==> src/rtl/core/afc_pkg.sv <==
`timescale 1ns / 1ps
// ----------------------------------------------------------------------------
// afc_pkg: shared types and constants for the 2D affine transform composer
// Action codes, controller states, command/status bundles, Q-format constants
// and the CORDIC arctangent table.
// ----------------------------------------------------------------------------
package afc_pkg;

  typedef enum logic [2:0] {
    ACT_IDENTITY  = 3'd0,
    ACT_SCALE     = 3'd1,
    ACT_ROTATE    = 3'd2,
    ACT_TRANSLATE = 3'd3,
    ACT_SHEAR_X   = 3'd4,
    ACT_SHEAR_Y   = 3'd5
  } action_e;

  typedef enum logic [3:0] {
    ST_IDLE,
    ST_DISPATCH,
    ST_REDUCE,
    ST_FOLD,
    ST_RADIAN,
    ST_CORDIC,
    ST_COSSIN,
    ST_MUL_A,
    ST_MUL_B,
    ST_SETTLE,
    ST_FINISH
  } state_e;

  localparam int unsigned ATAN_ENTRIES = 30;
  localparam int unsigned STEP_W       = 5;   // indexes the arctangent table
  localparam int unsigned REDUCE_STEPS = 8;
  localparam int unsigned RED_K_W      = 3;

  localparam logic signed [31:0] ONE_Q16         = 32'sh0001_0000;
  localparam logic        [32:0] DEG360_U33      = 33'd23592960;
  localparam logic signed [25:0] DEG360_S26      = 26'sd23592960;
  localparam logic signed [25:0] DEG180_S26      = 26'sd11796480;
  localparam logic signed [25:0] DEG90_S26       = 26'sd5898240;
  // 92 turns: lifts any 32-bit angle to a non-negative value
  localparam logic signed [33:0] REDUCE_OFFSET   = 34'sd2170552320;
  localparam logic signed [25:0] PI_OVER_180_Q30 = 26'sd18740330;
  localparam logic signed [33:0] CORDIC_X0_Q30   = 34'sd652032874;

  typedef struct packed {
    logic                  capture;
    logic                  red_init;
    logic                  red_step;
    logic [RED_K_W-1:0]    red_k;
    logic                  fold;
    logic                  radian;
    logic                  cordic_step;
    logic [STEP_W-1:0]     cordic_i;
    logic                  cossin;
    logic                  mul_a;
    logic                  mul_b;
    logic                  settle;
    logic                  row;
    logic [1:0]            col;
    logic                  ident_load;
    logic                  out_load;
  } cmd_t;

  typedef struct packed {
    action_e action;
    logic    out_busy;
  } sts_t;

  function automatic logic [31:0] atan_q30(input logic [STEP_W-1:0] idx);
    logic [31:0] v;
    unique case (idx)
      5'd0:  v = 32'h3243F6A8;
      5'd1:  v = 32'h1DAC6705;
      5'd2:  v = 32'h0FADBAFC;
      5'd3:  v = 32'h07F56EA6;
      5'd4:  v = 32'h03FEAB76;
      5'd5:  v = 32'h01FFD55B;
      5'd6:  v = 32'h00FFFAAA;
      5'd7:  v = 32'h007FFF55;
      5'd8:  v = 32'h003FFFEA;
      5'd9:  v = 32'h001FFFFD;
      5'd10: v = 32'h000FFFFF;
      5'd11: v = 32'h0007FFFF;
      5'd12: v = 32'h0003FFFF;
      5'd13: v = 32'h0001FFFF;
      5'd14: v = 32'h0000FFFF;
      5'd15: v = 32'h00007FFF;
      5'd16: v = 32'h00003FFF;
      5'd17: v = 32'h00001FFF;
      5'd18: v = 32'h00000FFF;
      5'd19: v = 32'h000007FF;
      5'd20: v = 32'h000003FF;
      5'd21: v = 32'h000001FF;
      5'd22: v = 32'h000000FF;
      5'd23: v = 32'h0000007F;
      5'd24: v = 32'h0000003F;
      5'd25: v = 32'h0000001F;
      5'd26: v = 32'h0000000F;
      5'd27: v = 32'h00000008;
      5'd28: v = 32'h00000004;
      5'd29: v = 32'h00000002;
      default: v = 32'h00000000;
    endcase
    return v;
  endfunction

endpackage

==> src/rtl/core/afc_ctrl.sv <==
`timescale 1ns / 1ps
// ----------------------------------------------------------------------------
// afc_ctrl: sequencer for the affine transform composer
// Steps the angle reduction, CORDIC iterations and the per-entry multiply
// schedule, and hands the finished matrix to the output register.
// ----------------------------------------------------------------------------
module afc_ctrl #(
  parameter int unsigned CORDIC_STEPS = 16
) (
  input  logic           clk_i,
  input  logic           rst_ni,
  input  logic           in_valid_i,
  output logic           in_ready_o,
  input  afc_pkg::sts_t  sts_i,
  output afc_pkg::cmd_t  cmd_o
);

  afc_pkg::state_e                state_q, state_d;
  logic [afc_pkg::STEP_W-1:0]     cnt_q, cnt_d;
  logic                           row_q, row_d;
  logic [1:0]                     col_q, col_d;

  localparam logic [afc_pkg::STEP_W-1:0] CordicLast = afc_pkg::STEP_W'(CORDIC_STEPS - 1);
  localparam logic [afc_pkg::STEP_W-1:0] ReduceFirst =
    afc_pkg::STEP_W'(afc_pkg::REDUCE_STEPS - 1);
  localparam logic [afc_pkg::STEP_W-1:0] CntOne = afc_pkg::STEP_W'(1);

  // next state
  always_comb begin
    state_d = state_q;
    unique case (state_q)
      afc_pkg::ST_IDLE: begin
        if (in_valid_i) state_d = afc_pkg::ST_DISPATCH;
      end
      afc_pkg::ST_DISPATCH: begin
        unique case (sts_i.action)
          afc_pkg::ACT_IDENTITY:  state_d = afc_pkg::ST_FINISH;
          afc_pkg::ACT_ROTATE:    state_d = afc_pkg::ST_REDUCE;
          afc_pkg::ACT_SCALE,
          afc_pkg::ACT_TRANSLATE,
          afc_pkg::ACT_SHEAR_X,
          afc_pkg::ACT_SHEAR_Y:   state_d = afc_pkg::ST_MUL_A;
          default:                state_d = afc_pkg::ST_FINISH;
        endcase
      end
      afc_pkg::ST_REDUCE: begin
        if (cnt_q == '0) state_d = afc_pkg::ST_FOLD;
      end
      afc_pkg::ST_FOLD:   state_d = afc_pkg::ST_RADIAN;
      afc_pkg::ST_RADIAN: state_d = afc_pkg::ST_CORDIC;
      afc_pkg::ST_CORDIC: begin
        if (cnt_q == CordicLast) state_d = afc_pkg::ST_COSSIN;
      end
      afc_pkg::ST_COSSIN: state_d = afc_pkg::ST_MUL_A;
      afc_pkg::ST_MUL_A:  state_d = afc_pkg::ST_MUL_B;
      afc_pkg::ST_MUL_B:  state_d = afc_pkg::ST_SETTLE;
      afc_pkg::ST_SETTLE: begin
        if (row_q && col_q == 2'd2) state_d = afc_pkg::ST_FINISH;
        else                        state_d = afc_pkg::ST_MUL_A;
      end
      afc_pkg::ST_FINISH: begin
        if (!sts_i.out_busy) state_d = afc_pkg::ST_IDLE;
      end
      default: state_d = afc_pkg::ST_IDLE;
    endcase
  end

  // step counter, row and column of the entry being formed
  always_comb begin
    cnt_d = cnt_q;
    row_d = row_q;
    col_d = col_q;
    unique case (state_q)
      afc_pkg::ST_DISPATCH: begin
        cnt_d = ReduceFirst;
        row_d = 1'b0;
        col_d = 2'd0;
      end
      afc_pkg::ST_REDUCE: cnt_d = cnt_q - CntOne;
      afc_pkg::ST_RADIAN: cnt_d = '0;
      afc_pkg::ST_CORDIC: cnt_d = cnt_q + CntOne;
      afc_pkg::ST_SETTLE: begin
        row_d = ~row_q;
        if (row_q) col_d = col_q + 2'd1;
      end
      default: ;
    endcase
  end

  // command outputs
  always_comb begin
    cmd_o             = '0;
    cmd_o.red_k       = cnt_q[afc_pkg::RED_K_W-1:0];
    cmd_o.cordic_i    = cnt_q;
    cmd_o.row         = row_q;
    cmd_o.col         = col_q;
    in_ready_o        = 1'b0;
    unique case (state_q)
      afc_pkg::ST_IDLE: begin
        in_ready_o    = 1'b1;
        cmd_o.capture = in_valid_i;
      end
      afc_pkg::ST_DISPATCH: begin
        cmd_o.red_init   = 1'b1;
        cmd_o.ident_load = (sts_i.action == afc_pkg::ACT_IDENTITY);
      end
      afc_pkg::ST_REDUCE: cmd_o.red_step    = 1'b1;
      afc_pkg::ST_FOLD:   cmd_o.fold        = 1'b1;
      afc_pkg::ST_RADIAN: cmd_o.radian      = 1'b1;
      afc_pkg::ST_CORDIC: cmd_o.cordic_step = 1'b1;
      afc_pkg::ST_COSSIN: cmd_o.cossin      = 1'b1;
      afc_pkg::ST_MUL_A:  cmd_o.mul_a       = 1'b1;
      afc_pkg::ST_MUL_B:  cmd_o.mul_b       = 1'b1;
      afc_pkg::ST_SETTLE: cmd_o.settle      = 1'b1;
      afc_pkg::ST_FINISH: cmd_o.out_load    = !sts_i.out_busy;
      default: ;
    endcase
  end

  always_ff @(posedge clk_i or negedge rst_ni) begin
    if (!rst_ni) begin
      state_q <= afc_pkg::ST_IDLE;
      cnt_q   <= '0;
      row_q   <= 1'b0;
      col_q   <= 2'd0;
    end else begin
      state_q <= state_d;
      cnt_q   <= cnt_d;
      row_q   <= row_d;
      col_q   <= col_d;
    end
  end

endmodule

==> config.mk <==
export PLATFORM = sky130hd
export DESIGN_NAME = afc_ctrl
export DESIGN_NICKNAME = d
export VERILOG_FILES = /design/src/rtl/core/afc_pkg.sv /design/src/rtl/core/afc_ctrl.sv
export SDC_FILE = /design/constraint.sdc
export NUM_CORES = 1
export LEC_CHECK = 0
export BUFFER_PORTS_ARGS = -buffer_cell sky130_fd_sc_hd__buf_2
export CAP_MARGIN = 20
export CORE_MARGIN = 1.5
export CORE_UTILIZATION = 50
export CTS_BUF_LIST = sky130_fd_sc_hd__clkbuf_4 sky130_fd_sc_hd__clkbuf_8 sky130_fd_sc_hd__clkbuf_16
export CTS_CLUSTER_SIZE = 28
export DETAILED_ROUTE_END_ITERATION = 12
export PLACE_DENSITY = 0.87
export SYNTH_ARGS = -nofsm -noshare
export SYNTH_HDL_FRONTEND = slang
export SYNTH_SLANG_ARGS = --single-unit
==> constraint.sdc <==
create_clock -name clk_i -period 2.9 [get_ports clk_i]
set_clock_uncertainty 0.05 [all_clocks]
set_input_delay 0.58 -clock clk_i [delete_from_list [all_inputs] [get_ports clk_i]]
set_output_delay 0.58 -clock clk_i [all_outputs]
set_load 0.01 [all_outputs]
Word-level counts from Yosys, hierarchy flattened
Cells that the tools add are included.
{"block": "totals", "latch_bits": 0, "in_bits": 7, "n_memories": 0, "ram_bits": 0, "ff_bits": 12, "rom_bits": 0}
{"block": "op_classes", "shifts": 0, "mul": 0, "n_bitwise": 1, "eq_ne": 22, "order_cmp": 0, "add_sub_neg": 3, "reduce_logical": 10, "n_div": 0, "n_mux": 24}
{"cell": "$pmux 4 s11", "count": 1}
{"cell": "$mux 4", "count": 5}
{"cell": "$pmux 5 s4", "count": 1}
{"cell": "$eq 4x3->1 const B", "count": 4}
{"cell": "$mux 1", "count": 13}
{"cell": "$eq 4x4->1 const B", "count": 3}
{"cell": "$ne 2x2->1 const B", "count": 5}
{"cell": "$eq 4x2->1 const B", "count": 2}
{"cell": "$pmux 4 s2", "count": 1}
{"cell": "$eq 3x2->1 const B", "count": 2}
{"cell": "$eq 3x3->1 const B", "count": 2}
{"cell": "$add 5x1->5 const B", "count": 1}
{"cell": "$eq 5x4->1 const B", "count": 1}
{"cell": "$logic_not 5->1", "count": 1}
{"cell": "$sub 5x1->5 const B", "count": 1}
{"cell": "$eq 4x1->1 const B", "count": 1}
{"cell": "$logic_not 4->1", "count": 1}
{"cell": "$pmux 2 s2", "count": 1}
{"cell": "$reduce_and 4->1", "count": 1}
{"cell": "$reduce_bool 4->1", "count": 1}
{"cell": "$reduce_or 4->1", "count": 1}
{"cell": "$eq 3x1->1 const B", "count": 1}
{"cell": "$logic_not 3->1", "count": 1}
{"cell": "$add 2x1->2 const B", "count": 1}
{"cell": "other kinds (8)", "count": 8}

Longest topological paths before layout
Gate-level depths: netlist (run 1).
{"block": "logic_depth", "ltp_word": 4, "depth_mapped": 8}

Worst setup path before layout (run 1)
Ideal clock, no wire load.
{"block": "synth_path", "path_type": "register to register", "start": "reg state_q[1]", "end": "reg cnt_q[4] (netlist bit)", "stages_incl_launch_ff": 9, "required_time_ps": 2724, "path_buffers": 1, "slack_ps": 623, "synth_period_minus_slack_ps": 2277, "t_arrival_ps": 2101, "cell_sequence": "dfrtp_1 > buf_2 > and2b_1 > nand2_1 > ha_1 > a21o_1 > a21oi_1 > a311o_1 > a221o_1"}
{"block": "synth_via", "elab_chain_cells": 2, "word_cells_on_any_way": 6, "cone_classes": "eq/ne (4); mux (1); reduce/logical (1)"}
{"element": "start: declaration", "line": "afc_ctrl.sv:18", "text": "afc_pkg::state_e state_q, state_d;"}
{"element": "start signal: assignment", "line": "afc_ctrl.sv:122", "text": "state_q <= afc_pkg::ST_IDLE;"}
{"element": "start signal: assignment", "line": "afc_ctrl.sv:127", "text": "state_q <= state_d;"}
{"element": "$eq 4x3->1, or another cell as far along", "line": "afc_ctrl.sv:73", "text": "unique case (state_q)"}
{"element": "$pmux 5 s4 / $reduce_bool 4->1 (equally long branches)"}
{"element": "end signal: assignment", "line": "afc_ctrl.sv:128", "text": "cnt_q <= cnt_d;"}
{"element": "end: declaration", "line": "afc_ctrl.sv:19", "text": "logic [afc_pkg::STEP_W-1:0] cnt_q, cnt_d;"}
Several ways; a longest one is shown, not always the timed one.
A chain may end at the register's enable or synchronous reset.

Final worst setup path (run 1)
Same ends and word-level chain as after synthesis.

==> results of run 1 <==
[routing by layer]
| metal | share of wire, % | global-route usage (%) |
|---|---|---|
| met1 | 42 | 35.94 |
| met2 | 48 | 37.57 |
| met3 | 7.4 | 3.396 |
| met4 | 1.7 | 12.43 |
| met5 | 0 | 0 |
[metrics by stage]
stage | cells | instance area (µm²) | utilization [%] | hold WS [ps]
after floorplan | 124 | 997.2 | - | 234.4
after global placement | 173 | 1151 | 63.89 | 427.3
after detailed placement | 173 | 1151 | 63.89 | 428.8
after CTS | 177 | 1187 | 65.90 | 128.2
after global routing | 177 | 1187 | 65.90 | 135.8
final | 177 | 1187 | 65.90 | 117.5
[flip-flops by register name, indices dropped and copies added, names as in the netlist]
name / flops
cnt_q: 5
state_q: 4
col_q: 2
row_q: 1
[logic make-up (layout without fill, tap and decap cells)]
family,count (synthesis),after routing
AOI/OAI and AO/OA,39,39
xor gates and xnor gates,2,2
adders and majority gates,5,5
buffers and inverters,15,43
DFF,12,12
muxes,2,2
and+or+nand+nor,49,49
[layout make-up]
cell class	instances	area [µm²]
Multi-Input combinational cell	97	620.6
Tap cell	25	31.28
Sequential cell	12	300.3
Clock buffer	4	36.28
Inverter	5	18.77
Timing Repair Buffer	34	180.2
Fill cell	154	614.3
[where the power goes]
group          internal (mW)  switching (mW)  total [mW]
combinational          0.424           0.556       0.980
clock                 0.0763          0.0599       0.136
sequential             0.241          0.0878       0.329
total                  0.742           0.704        1.45
[worst paths after layout]
path	startpoint	slack (ps)	end	cells after the start
max	state_q[1]	580	cnt_q[4]	7
min	rst_ni	120	cnt_q[2]	1
max reg2reg	state_q[1]	580	cnt_q[4]	7
min reg2reg	col_q[0]	510	col_q[0]	1
max in group asynchronous	rst_ni	2470	state_q[0]	1
min in group clk_i	col_q[0]	510	col_q[0]	1
[worst max-delay path, cell delays in order (launching register included)]
cell and delay (ps):
dfrtp_1 380, and2b_1 290, nand2_1 210, ha_1 390, a21o_1 140, a21oi_1 60
a311o_1 340, a221o_1 340
[placed cells by master (no fill, tap or decap), types with 2 or more instances in the layout]
master and n:
nor3_1 9, nand2b_1 7, dfrtp_1 12, inv_1 5, buf_2 30, a21oi_1 11, o31ai_1 2, nor2_1 14
nand2_1 7, buf_4 4, nand3b_1 3, o21ai_0 9, clkbuf_4 3, ha_1 4, nor2b_1 3, a21o_1 3
a22o_1 2, o22ai_1 3
==> key figures, run 1 <==
Status
  • Status: finished, final reports clean

STA
  • Final hold vios: 0
  • Final WS setup: 582.5 ps
  • Worst-margin pin slew: 344.5 ps
  • Tmin final: 2317 ps
  • Final worst-path cycle share: between 70% and 80%
  • TNS Setup: 0 ps
  • # setup viols final: 0
  • F_max: 431.5 MHz
  • Worst slew margin: a little under 80%
  • RSZ-0062 raised after global routing: no
  • Final Max Slew Viols: 0

Placed design
  • Final GP Congestion: 0.9191
  • Hpwl dp: 1863 µm
  • Number of port buffers: 30
  • Post-Place Worst Slack: 600.9 ps

Layout
  • Layout area overhead: 19.07%
  • Antenna diode count: 0
  • Nets: 165
  • Share of cells above drive strength 1: 26.97%

Route
  • Number of remaining DRC errors: 0
  • Routed WL: 2532 µm
  • Via count: 998
  • Final ANT Viol Nets: 0
  • Vias per cell: 5.638
  • Drt first-iter violations: 31
  • Drt first pass iters: 4
  • Post-DR wirelength/cell: 14.31 µm

CTS
  • Clock latency at the later pin of the worst-skew pair: 270 ps
  • Num CTS Buffers: 3
  • CTS clk-pin slew, worst paths: 80 ps
  • Clock Path Buffers: 2
  • Root Driver: clkbuf_4
  • Setup Buffers After CTS: 0
  • Clk sink count: 12
  • CTS tree: yes
  • Post-cts resize count: 0
  • CTS Hold Bufs: 0
  • Depth of the CTS H-tree: 1

Yosys
  • Synthesized flop and latch total: 12
  • Warnings, synthesis: 0
  • Register area share after synthesis: 30.11%
  • Post-Syn Area: between 900 and 1000 µm²
  • Synth Area in XOR/XNOR: 1.757%
  • Proportion of synthesized area in mux cells: 2.133%
  • Post-synthesis cell type count: 38
  • Mapped Avg Cell Area: 8.042 µm²
  • Post-synth top area cell: dfrtp_1
  • Area contributors post-synth: dfrtp_1 30%, a21oi_1 5.5%, nor2_1 5.3%
  • Top-count cell post-synth: nor2_1
  • Simple-gate area share of the yosys netlist: between 20% and 30%
  • Asr flop ratio synth: 100.0%
  • Dominant synthesized flop cell: dfrtp_1
  • Largest family of logic cells by synthesized area: compound AO/OA/AOI/OAI gates
  • Synth Area in Adders: under 10%
  • Syn_nets: about 140
  • Post-synthesis cell count: approximately 120
  • EDFF count, synth: 0
  • Compound-gate portion of the synthesized area: 26.10%
  • Share of the synthesized area in the top cell type: 30.11%
  • Most instantiated cells after synthesis: 14 x nor2_1, 12 x dfrtp_1, 11 x a21oi_1, 9 x nor3_1, 9 x o21ai_0

Die
  • I/O pin cnt: 31
  • Row count: 15
  • Initial Utilization: 55.35%
  • Core box area: 1802 µm²
  • Full die area: ~2300 µm²
  • Die height: between 40 and 50 µm
  • Die X: 47.66 µm

Critical path
  • Startpoint Class: flop
  • WP data arrival: 2430 ps
  • Worst Setup End Kind: flop
  • Crit path max fanout: 7
  • Crit path kind: flop to flop
  • CP Data Required Time: 3010 ps

Pwr
  • Pwr Total: 1.445 mW
  • P per Cell Area: 1217 nW/µm²
  • Leakage: slightly below 0.6 nW
  • VDD IR-drop max: 0.6931 mV

GRT
  • Gr ovfl total: 0
  • GRT Overall Usage: between 20% and 30%
  • Initial antenna violation count: 0
  • First-pass GRT wire length: 3877 µm
  • Pin count of the biggest net entering global routing: 19
  • Number of global-route vias before repair: 782

Worst hold path
  • Worst hold path type: input port to async pin

Flow run
  • MaxCap Viol Count: 0
Note: power is estimated with default switching activity, not from simulation.
==> inputs of run 2 (changes only) <==
==> constraint.sdc (replaced) <==
create_clock -name clk_i -period 2.3 [get_ports clk_i]
set_clock_uncertainty 0.05 [all_clocks]
set_input_delay 0.46 -clock clk_i [delete_from_list [all_inputs] [get_ports clk_i]]
set_output_delay 0.46 -clock clk_i [all_outputs]
set_load 0.01 [all_outputs]
==> key figures, run 2 (synthesis gave the netlist of run 1 again) <==
Layout
  • Nets: 167 (+1.2%)
  • Most common cell after layout, fill and taps aside: buf_2
  • Top Registers: cnt_q (5), state_q (4), col_q (2)
  • Layout area overhead: 21.08%
  • Largest Register: cnt_q
  • Commonest non-fill, non-tap cells in the layout: 30 x buf_2, 14 x nor2_1, 12 x dfrtp_1
  • Max reg flops: 5 (unchanged)
  • Share of cells above drive strength 1: 27.92% (+0.95 points)
  • Antenna diode count: 0 (unchanged)

Die
  • I/O pin cnt: 31 (unchanged)
  • Core box area: 1802 µm² (unchanged)
  • Row count: 15 (unchanged)
  • Full die area: 2271 µm² (unchanged)
  • Die height: 47.66 µm (unchanged)
  • Initial Utilization: 55.35% (unchanged)
  • Die X: 47.66 µm (unchanged)

Critical path
  • WP data arrival: 1710 ps (-720 ps)
  • Crit path kind: flop to primary output
  • Startpoint Class: flop
  • CP Data Required Time: 1790 ps (-1220 ps)
  • Crit path max fanout: 16 (+9)
  • Worst Setup End Kind: primary output

GRT
  • First-pass GRT wire length: 4174 µm (+7.7%)
  • GRT Overall Usage: 27.42% (+2.2 points)
  • Initial antenna violation count: 0 (unchanged)
  • Pin count of the biggest net entering global routing: 19 (unchanged)
  • Gr ovfl total: 0 (unchanged)
  • Number of global-route vias before repair: 923 (+18%)

CTS
  • CTS clk-pin slew, worst paths: 80 ps (about the same)
  • Depth of the CTS H-tree: 1 (unchanged)
  • CTS tree: yes
  • Root Driver: clkbuf_4
  • Clock latency at the later pin of the worst-skew pair: 280 ps (about the same)
  • Num CTS Buffers: 3 (unchanged)
  • Clock Path Buffers: 2 (unchanged)
  • Clk sink count: 12 (unchanged)

STA
  • Final worst-path cycle share: a little over nine tenths
  • Final Max Slew Viols: 0 (unchanged)
  • Worst-margin pin slew: 288.5 ps (-56.01 ps)
  • Final hold vios: 0 (unchanged)
  • Tmin final: about 2200 ps
  • TNS Setup: 0 ps (unchanged)
  • RSZ-0062 raised after global routing: no
  • # setup viols final: 0 (unchanged)
  • Hold_ws: 469.0 ps (+351.4 ps)
  • F_max: 449.7 MHz
  • Worst slew margin: 80.49% (+3.5 points)

Pwr
  • Leakage: 0.5930 nW (+1.7%)
  • P_sw: 909.0 µW (+29%)
  • P_int: 951.7 µW (+28%)
  • Comb pwr share: 68.4% (+0.6 points)
  • Sw Share: 48.85% (+0.17 points)
  • VDD IR-drop max: 0.8495 mV (+23%)
  • P per Cell Area: 1541 nW/µm² (+27%)
  • Register share of total power: 22.2% (-0.6 points)
  • Clk network pwr share: 9.5% (about the same)

Placed design
  • Number of port buffers: 30 (unchanged)
  • Final GP Congestion: 0.8882 (-3.4%)
  • Hpwl dp: 1912 µm (+2.6%)

Route
  • Drt first pass iters: 4 (unchanged)
  • Number of remaining DRC errors: 0 (unchanged)
  • Vias per cell: 5.737 (+1.8%)
  • Drt first-iter violations: 25 (-19%)
  • Via count: 1027 (+2.9%)
  • Routed WL: 2585 µm (+2.1%)
  • Post-DR wirelength/cell: 14.44 µm (+0.95%)
  • Final ANT Viol Nets: 0 (unchanged)

Flow run
  • MaxCap Viol Count: 0 (unchanged)

Worst hold path
  • Worst hold path type: input port to flop

Status
  • Status: finished, final reports clean
[run 2: layout make-up]
class	instances	area [µm²]
Multi-Input combinational cell	97	623.1
Fill cell	173	594.3
Sequential cell	12	300.3
Timing Repair Buffer	36	197.7
Clock buffer	4	36.28
Tap cell	25	31.28
Inverter	5	18.77
[run 2: critical path, cell delays in order, from the launching register on]
cell     delay, ps
dfrtp_1        390
buf_4          190
or2_1          340
nor4b_1        310
buf_2          210
[run 2: power groups by stage]
stage | clock (mW) | combinational, mW | sequential (mW)
final | 0.176 | 1.27 | 0.413
after global routing | 0.192 | 1.42 | 0.427
after CTS | 0.177 | 1.26 | 0.413
after detailed placement | 0 | 1.25 | 0.418
after global placement | 0 | 1.19 | 0.405
after floorplan | 0 | 0.899 | 0.439
[run 2: metal layers]
metal  wire length, µm  GRT usage (%)  vias to the layer above
met2              1272          41.62                       31
met1              1149          36.89                      488
met5                 0              0                        -
li1                  -              -                      503
met4                51          14.59                        0
met3               113          5.283                        5
[run 2: through the flow]
| step | setup slack (ps) | utilization (%) | cell area [µm²] | cells | total power [mW] |
|---|---|---|---|---|---|
| floorplan | 23.15 | - | 997.2 | 124 | 1.338 |
| global placement | 197.6 | 64.31 | 1159 | 174 | 1.598 |
| detailed placement | 104.7 | 64.31 | 1159 | 174 | 1.667 |
| CTS | 87.03 | 66.88 | 1205 | 179 | 1.848 |
| global route | 22.33 | 67.01 | 1207 | 179 | 2.035 |
| finish | 76.39 | 67.01 | 1207 | 179 | 1.861 |
[run 2: final timing paths]
path	startpoint	to	slack, ps	cells after the start
max reg2reg	state_q[3]	cnt_q[4]	160	7
min reg2reg	col_q[1]	col_q[1]	520	1
max in group asynchronous	rst_ni	cnt_q[3]	1450	2
min in group asynchronous	rst_ni	col_q[1]	540	2
max	state_q[2]	cmd_o[1]	80	4
min	sts_i[0]	state_q[1]	470	3
[run 2: what timing repair did]
| action | CTS | global route |
|---|---|---|
| setup endpoints to repair | 0 | 1 |
| hold buffers | 1 | 0 |
| resized for setup | 0 | 1 |
| buffers inserted | 0 | 0 |
| hold endpoints to repair | 12 | 0 |
==> inputs of run 3 (changes only) <==
--- a/config.mk
+++ b/config.mk
@@ -13,6 +13,7 @@
 export CTS_CLUSTER_SIZE = 28
 export DETAILED_ROUTE_END_ITERATION = 12
 export PLACE_DENSITY = 0.87
+export RECOVER_POWER = 50
 export SYNTH_ARGS = -nofsm -noshare
 export SYNTH_HDL_FRONTEND = slang
 export SYNTH_SLANG_ARGS = --single-unit
==> key figures, run 3 (synthesis gave the netlist of run 1 again) <==
Status
  • Status: finished, final reports clean

Die
  • Die height: 47.66 µm (unchanged)
  • Full die area: 2271 µm² (unchanged)
  • Initial Utilization: 55.35% (unchanged)
  • Row count: 15 (unchanged)
  • I/O pin cnt: 31 (unchanged)
  • Core box area: 1802 µm² (unchanged)
  • Die X: 47.66 µm (unchanged)

STA
  • Final hold vios: 0 (unchanged)
  • Final Max Slew Viols: 0 (unchanged)
  • Hold_ws: 472.2 ps (+3.208 ps)
  • Final worst-path cycle share: 96.85% (+0.17 points)
  • RSZ-0062 raised after global routing: no
  • TNS Setup: 0 ps (unchanged)
  • Final WS setup: 72.52 ps (-3.869 ps)
  • Worst-margin pin slew: 658.4 ps (+369.9 ps)
  • Tmin final: 2227 ps (+3.869 ps)
  • Worst slew margin: 56.10% (-24 points)
  • F_max: 448.9 MHz (-0.17%)
  • # setup viols final: 0 (unchanged)

Route
  • Drt first pass iters: 4 (unchanged)
  • Via count: 1034 (+0.68%)
  • Drt first-iter violations: 30 (+20%)
  • Post-DR wirelength/cell: 14.65 µm (+1.4%)
  • Number of remaining DRC errors: 0 (unchanged)
  • Final ANT Viol Nets: 0 (unchanged)
  • Routed WL: 2622 µm (+1.4%)
  • Vias per cell: 5.777 (+0.68%)

Critical path
  • Crit path max fanout: 16 (unchanged)
  • CP Data Required Time: 1790 ps (about the same)
  • WP data arrival: 1720 ps (about the same)
  • Buffers & Inverters on Critical Path: 2 (unchanged)
  • Crit path kind: flop to primary output
  • Family with the most delay on the worst path: simple AND/OR/NAND/NOR gates
  • Startpoint Class: flop
  • Crit-path slowest cell: dfrtp_1
  • Worst path cell trace: buf_4 -> or2_1 -> nor4b_1 -> buf_2
  • Worst Setup End Kind: primary output
  • Crit-path max cell delay: 390 ps (about the same)

Layout
  • Fin util: 66.25% (-0.76 points)
  • Commonest non-fill, non-tap cells in the layout: 22 x buf_2, 14 x nor2_1, 12 x dfrtp_1
  • Max reg flops: 5 (unchanged)
  • Most common cell after layout, fill and taps aside: buf_2
  • Largest Register: cnt_q
  • Layout area overhead: 19.70%
  • Share of cells above drive strength 1: 22.08% (-5.8 points)
  • Fillcell total: 178 (+2.9%)
  • Antenna diode count: 0 (unchanged)
  • Top Registers: cnt_q (5), state_q (4), col_q (2)
  • Nets: 167 (unchanged)
  • Post-route cell area: 1194 µm² (-1.1%)
  • Non-Filler Instances: 179 (unchanged)

Flow run
  • MaxCap Viol Count: 0 (unchanged)

CTS
  • Setup Buffers After CTS: 0 (unchanged)
  • Root Driver: clkbuf_4
  • CTS clk-pin slew, worst paths: 80 ps (about the same)
  • Num CTS Buffers: 3 (unchanged)
  • Depth of the CTS H-tree: 1 (unchanged)
  • Clk sink count: 12 (unchanged)
  • Clock latency at the later pin of the worst-skew pair: 280 ps (about the same)
  • Clock Path Buffers: 2 (unchanged)
  • CTS tree: yes

Pwr
  • Clk network pwr share: 9.6% (about the same)
  • P_sw: 914.8 µW (+0.63%)
  • Leakage: 0.5620 nW (-5.2%)
  • P_int: 931.4 µW (-2.1%)
  • Sw Share: 49.55% (+0.69 points)
  • P per Cell Area: 1547 nW/µm² (+0.36%)
  • VDD IR-drop max: 0.8470 mV (-0.29%)
  • Comb pwr share: 68.0% (-0.4 points)
  • Register share of total power: 22.4% (+0.2 points)
  • Pwr Total: 1.846 mW (-0.78%)

GRT
  • GRT Overall Usage: 27.42% (unchanged)
  • Gr ovfl total: 0 (unchanged)
  • Initial antenna violation count: 0 (unchanged)
  • First-pass GRT wire length: 4174 µm (unchanged)
  • Number of global-route vias before repair: 923 (unchanged)
  • Pin count of the biggest net entering global routing: 19 (unchanged)

Placed design
  • Final GP Congestion: 0.8882 (unchanged)
  • # placed instances: 174 (unchanged)
  • Area after DPL: 1159 µm² (unchanged)
  • Number of port buffers: 30 (unchanged)
  • Post-Place Worst Slack: 104.7 ps (unchanged)
  • Hpwl dp: 1912 µm (unchanged)

Worst hold path
  • Worst hold path type: input port to flop
-- run 3: cell count changes in the layout (fill, tap and decap cells not counted) --
cell / before / now
buf_4: 5 / 4
buf_2: 30 / 22
clkbuf_1: 0 / 9
-- run 3: power groups by stage --
| stage | clock, mW | combinational (mW) | sequential (mW) |
|---|---|---|---|
| final | 0.178 | 1.25 | 0.414 |
| after global routing | 0.192 | 1.39 | 0.429 |
| after CTS | 0.177 | 1.26 | 0.413 |
| after detailed placement | 0 | 1.25 | 0.418 |
| after global placement | 0 | 1.19 | 0.405 |
| after floorplan | 0 | 0.899 | 0.439 |
-- run 3: final timing paths --
check                           start         end  slack [ps]  depth (start not counted)
max in group asynchronous      rst_ni    cnt_q[3]        1110                          2
hold / removal               sts_i[0]  state_q[1]         470                          3
setup / recovery           state_q[2]    cmd_o[1]          70                          4
hold reg to reg              col_q[0]    col_q[0]         520                          1
min in group asynchronous      rst_ni    col_q[1]         670                          2
setup reg to reg           state_q[3]    cnt_q[4]         160                          7
-- run 3: worst reg2reg max path, stage by stage (launching register included) --
cell,delay [ps]
dfrtp_1,390
nor2b_1,190
nand2_2,150
ha_1,360
a21o_1,140
a21oi_1,60
a311o_1,340
a221o_1,340
-- run 3: cell type report --
class | instances | area [µm²] | share of cell area, %
flip-flops and latches | 12 | 300.3 | 25.16
well taps | 25 | 31.28 | 2.621
repair buffers | 36 | 183.9 | 15.41
multi-input cells | 97 | 623.1 | 52.20
clock buffers | 4 | 36.28 | 3.040
inverters | 5 | 18.77 | 1.572
-- run 3: timing repair --
item | 4_1_cts | 5_1_grt
setup endpoints to repair | 0 | 1
gates resized for setup | 0 | 1
hold buffers | 1 | 0
endpoints found under the hold margin | 12 | 0
-- run 3: layer usage --
metal	vias to the layer above	share of wire, %	track usage [%]	wire length (µm)
met3	5	4.5	5.283	118
met1	498	44	36.89	1160
met5	-	0	0	0
li1	502	-	-	-
met2	29	49	41.62	1291
met4	0	2.0	14.59	52
